===== src/sv/binary_min_heap_queue_defines.svh =====
// Assertion macros shared by the binary min-heap queue RTL.
// No dependencies; included by the modules that carry assertions.
`ifndef BINARY_MIN_HEAP_QUEUE_DEFINES_SVH
`define BINARY_MIN_HEAP_QUEUE_DEFINES_SVH

// Same-cycle implication, disabled during reset.
`define BMHQ_ASSERT_NOW(name, clk, rst, ante, cons, msg) \
  name: assert property (@(posedge clk) disable iff (rst) (ante) |-> (cons)) else $error(msg);

// Next-cycle implication, disabled during reset.
`define BMHQ_ASSERT_NEXT(name, clk, rst, ante, cons, msg) \
  name: assert property (@(posedge clk) disable iff (rst) (ante) |=> (cons)) else $error(msg);

`endif


===== src/sv/bmhq_cmp.sv =====
// Shared signed 32-bit less-than unit used by every heap compare.
// No dependencies.
module bmhq_cmp (
  input  logic signed [31:0] a,
  input  logic signed [31:0] b,
  output logic               lt
);

  // Strict compare, so equal values never cause a swap.
  assign lt = a < b;

endmodule


===== config.mk =====
export PLATFORM = sky130hd
export DESIGN_NAME = bmhq_cmp
export DESIGN_NICKNAME = d
export VERILOG_FILES = /design/src/sv/binary_min_heap_queue_defines.svh /design/src/sv/bmhq_cmp.sv
export SDC_FILE = /design/constraint.sdc
export NUM_CORES = 1
export LEC_CHECK = 0
export BUFFER_PORTS_ARGS = -buffer_cell sky130_fd_sc_hd__buf_2
export CAP_MARGIN = 20
export CORE_MARGIN = 2
export CORE_UTILIZATION = 37
export DETAILED_ROUTE_END_ITERATION = 12
export PLACE_DENSITY = 0.8
export SYNTH_ARGS = -nofsm -noshare
export SYNTH_HDL_FRONTEND = slang
export SYNTH_SLANG_ARGS = --single-unit

===== constraint.sdc =====
create_clock -name vclk -period 1.3
set_input_delay 0.065 -clock vclk [all_inputs]
set_output_delay 0.065 -clock vclk [all_outputs]
set_load 0.02 [all_outputs]

==> metrics <==
Setup crit start kind primary input; Port Buf Inserts 65; Worst-Margin Slew 0.2264 ns; DR WL/cell about 10 um; Site Rows 16; 1st-iter DRT viols 5; Final ANT Viol Nets 0; maximum clock rate approximately 0.59 GHz; Core Region a little under 2000 um2; max cap viols 0; gp weighted congestion about 0.70; PD cells ~300 nW/um2; hold_buf cts 0; vias in the first global route roughly 970; largest net degree at the start of global routing 5; top-level I/O count 65; Yosys warning count 0; worst setup margin -0.3959 ns; Setup CP Type primary input to output pin; status finished, violations left; Final Slew Violations 0; antenna violations before repair 0; crit-path cells buf_6 > inv_4 > ha_4 > a21oi_4 > a21boi_2 > o21bai_1 > a31oi_1 > or4b_4 > mux2i_4 > buf_6; post-synth top area share 49.13%; first-pass GRT wire length roughly 3400 um; grt ovf 0; cells after synthesis approximately 110; Slew Limit Headroom about 85%; layout cells sized above 1 53.37%; drt first pass iters 3; Initial Utilization roughly 40%; total power 0.4048 mW; Post-DP HPWL around 1900 um; Synth cell types 23; post-synthesis instance area 789.5 um2; area occupied by multi-input gates approximately 820 um2; Worst Path Required ~1.2 ns; most frequent CP cell buf_6; Core Util, Final between 60% and 70%; FILL cells 181; routed vias/inst approximately 4.8; Yosys top cell by area ha_1; post-layout minimum cycle time 1.696 ns; type of the worst min-delay path primary input to output pin; Area Growth Syn to Fin 71.16%; postcts setup bufs 0; final hold vios 0; placed cells 205; dominant cells by area after synthesis ha_1 (49%), inv_1 (15%), a21oi_1 (5.1%); RSZ-0062 raised after global routing true; fin area 1351 um2; placed cell area 1311 um2; Die Area around 2500 um2; DP Worst Slack -0.4570 ns; sequential area share after synthesis 0%; met3 WL post-DR between 100 and 150 um; Top Metal Used met3; non-filler instance count after layout 205; Worst Path Arrival ~1.6 ns; gr usage total about 16%; Die Wd 50.20 um; Layout Nets 275; ant diodes 0; WL met2 approximately 1200 um; worst vdd ir 0.1564 mV; Worst Path Max Fanout 3; Syn Nets just over 200; Metal-1 WL about 770 um; Avg Cell Area, Syn about 7.3 um2; chip height 50.20 um; Residual DRC 0; failing checks negative setup slack; via count just under 1,000; Worst path slowest cell or4b_4; Static Leak 0.7918 nW; WL final 2047 um; flip-flop and latch count 0; CP max stage delay roughly 0.5 ns; crit share post-route 130.5%; final setup TNS -0.3959 ns; CLK BUF 0; Fin Hold WS between 0.6 and 0.7 ns; CP Capture Type output pin; Final setup viols 1; Reg area 0 um2
metal layers:
layer	up-vias	GRT usage, %
met5	-	0
met4	0	0.9259
met1	431	16.85
li1	517	-
met3	0	1.190
met2	29	35.53
what timing repair did:
| action | in CTS | in global routing |
|---|---|---|
| endpoints found under the setup margin | 1 | 1 |
| pin swaps | 8 | 3 |
| gates resized for setup | 5 | 3 |
| gates cloned | 0 | 0 |
cell usage in the layout (no fill, tap or decap), types with 2 or more instances in the layout:
cell type / netlist / layout
a21o_1: 3 / 3
a21oi_1: 8 / 7
a31oi_1: 2 / 2
buf_2: 0 / 63
buf_4: 0 / 5
buf_6: 0 / 2
ha_1: 31 / 23
ha_4: 0 / 8
inv_1: 31 / 24
inv_2: 0 / 4
inv_4: 0 / 3
nand2_1: 3 / 3
nand3_1: 6 / 6
nand4_1: 5 / 5
nor2_1: 2 / 2
o21ai_0: 3 / 3
cell families after synthesis:
| logic type | share of synthesized area (%) |
|---|---|
| and+or+nand+nor | 15.21 |
| adders and majority gates | 49.13 |
| muxes | 1.268 |
| buffers and inverters | 14.74 |
| AOI/OAI and AO/OA | 19.65 |
critical path, delay by kind of cell:
family | cells | cell delay, ns
AO/OA/AOI/OAI | 4 | 0.43
adder cells (fa/ha/maj) | 1 | 0.21
buffers and inverters | 3 | 0.27
multiplexers | 1 | 0.15
AND/OR/NAND/NOR | 1 | 0.50
layout make-up:
class	count	area share, %
inverter	31	9.167
timing repair buffer	70	27.78
multi-input combinational	77	60.56
tap	27	2.500
power by group:
group          switching [mW]  internal (mW)  leakage [nW]
Combinational           0.176          0.229         0.792
Sequential                  0              0             0
Clock                       0              0             0
Total                   0.176          0.229         0.792
cell usage after synthesis:
library cell / count
mux2i_1: 1
nand2_1: 3
nand2b_1: 1
nand4_1: 5
a21oi_1: 8
a22o_1: 1
nand3_1: 6
a21o_1: 3
o21ai_0: 3
inv_1: 31
a21boi_1: 1
nor2_1: 2
ha_1: 31
a31oi_1: 2
and3_1: 2
o21bai_1: 1
a211oi_2: 1
a311oi_2: 1
nor3_1: 1
a211o_1: 1
or4b_1: 1
nor2_2: 1
o21ai_1: 1
worst paths after layout:
kind | from | end | slack, ns | depth (start not counted)
min | a[30] | lt | 0.63 | 5
max | b[22] | lt | -0.40 | 10
No activity file was read; power rests on OpenSTA's default activity.
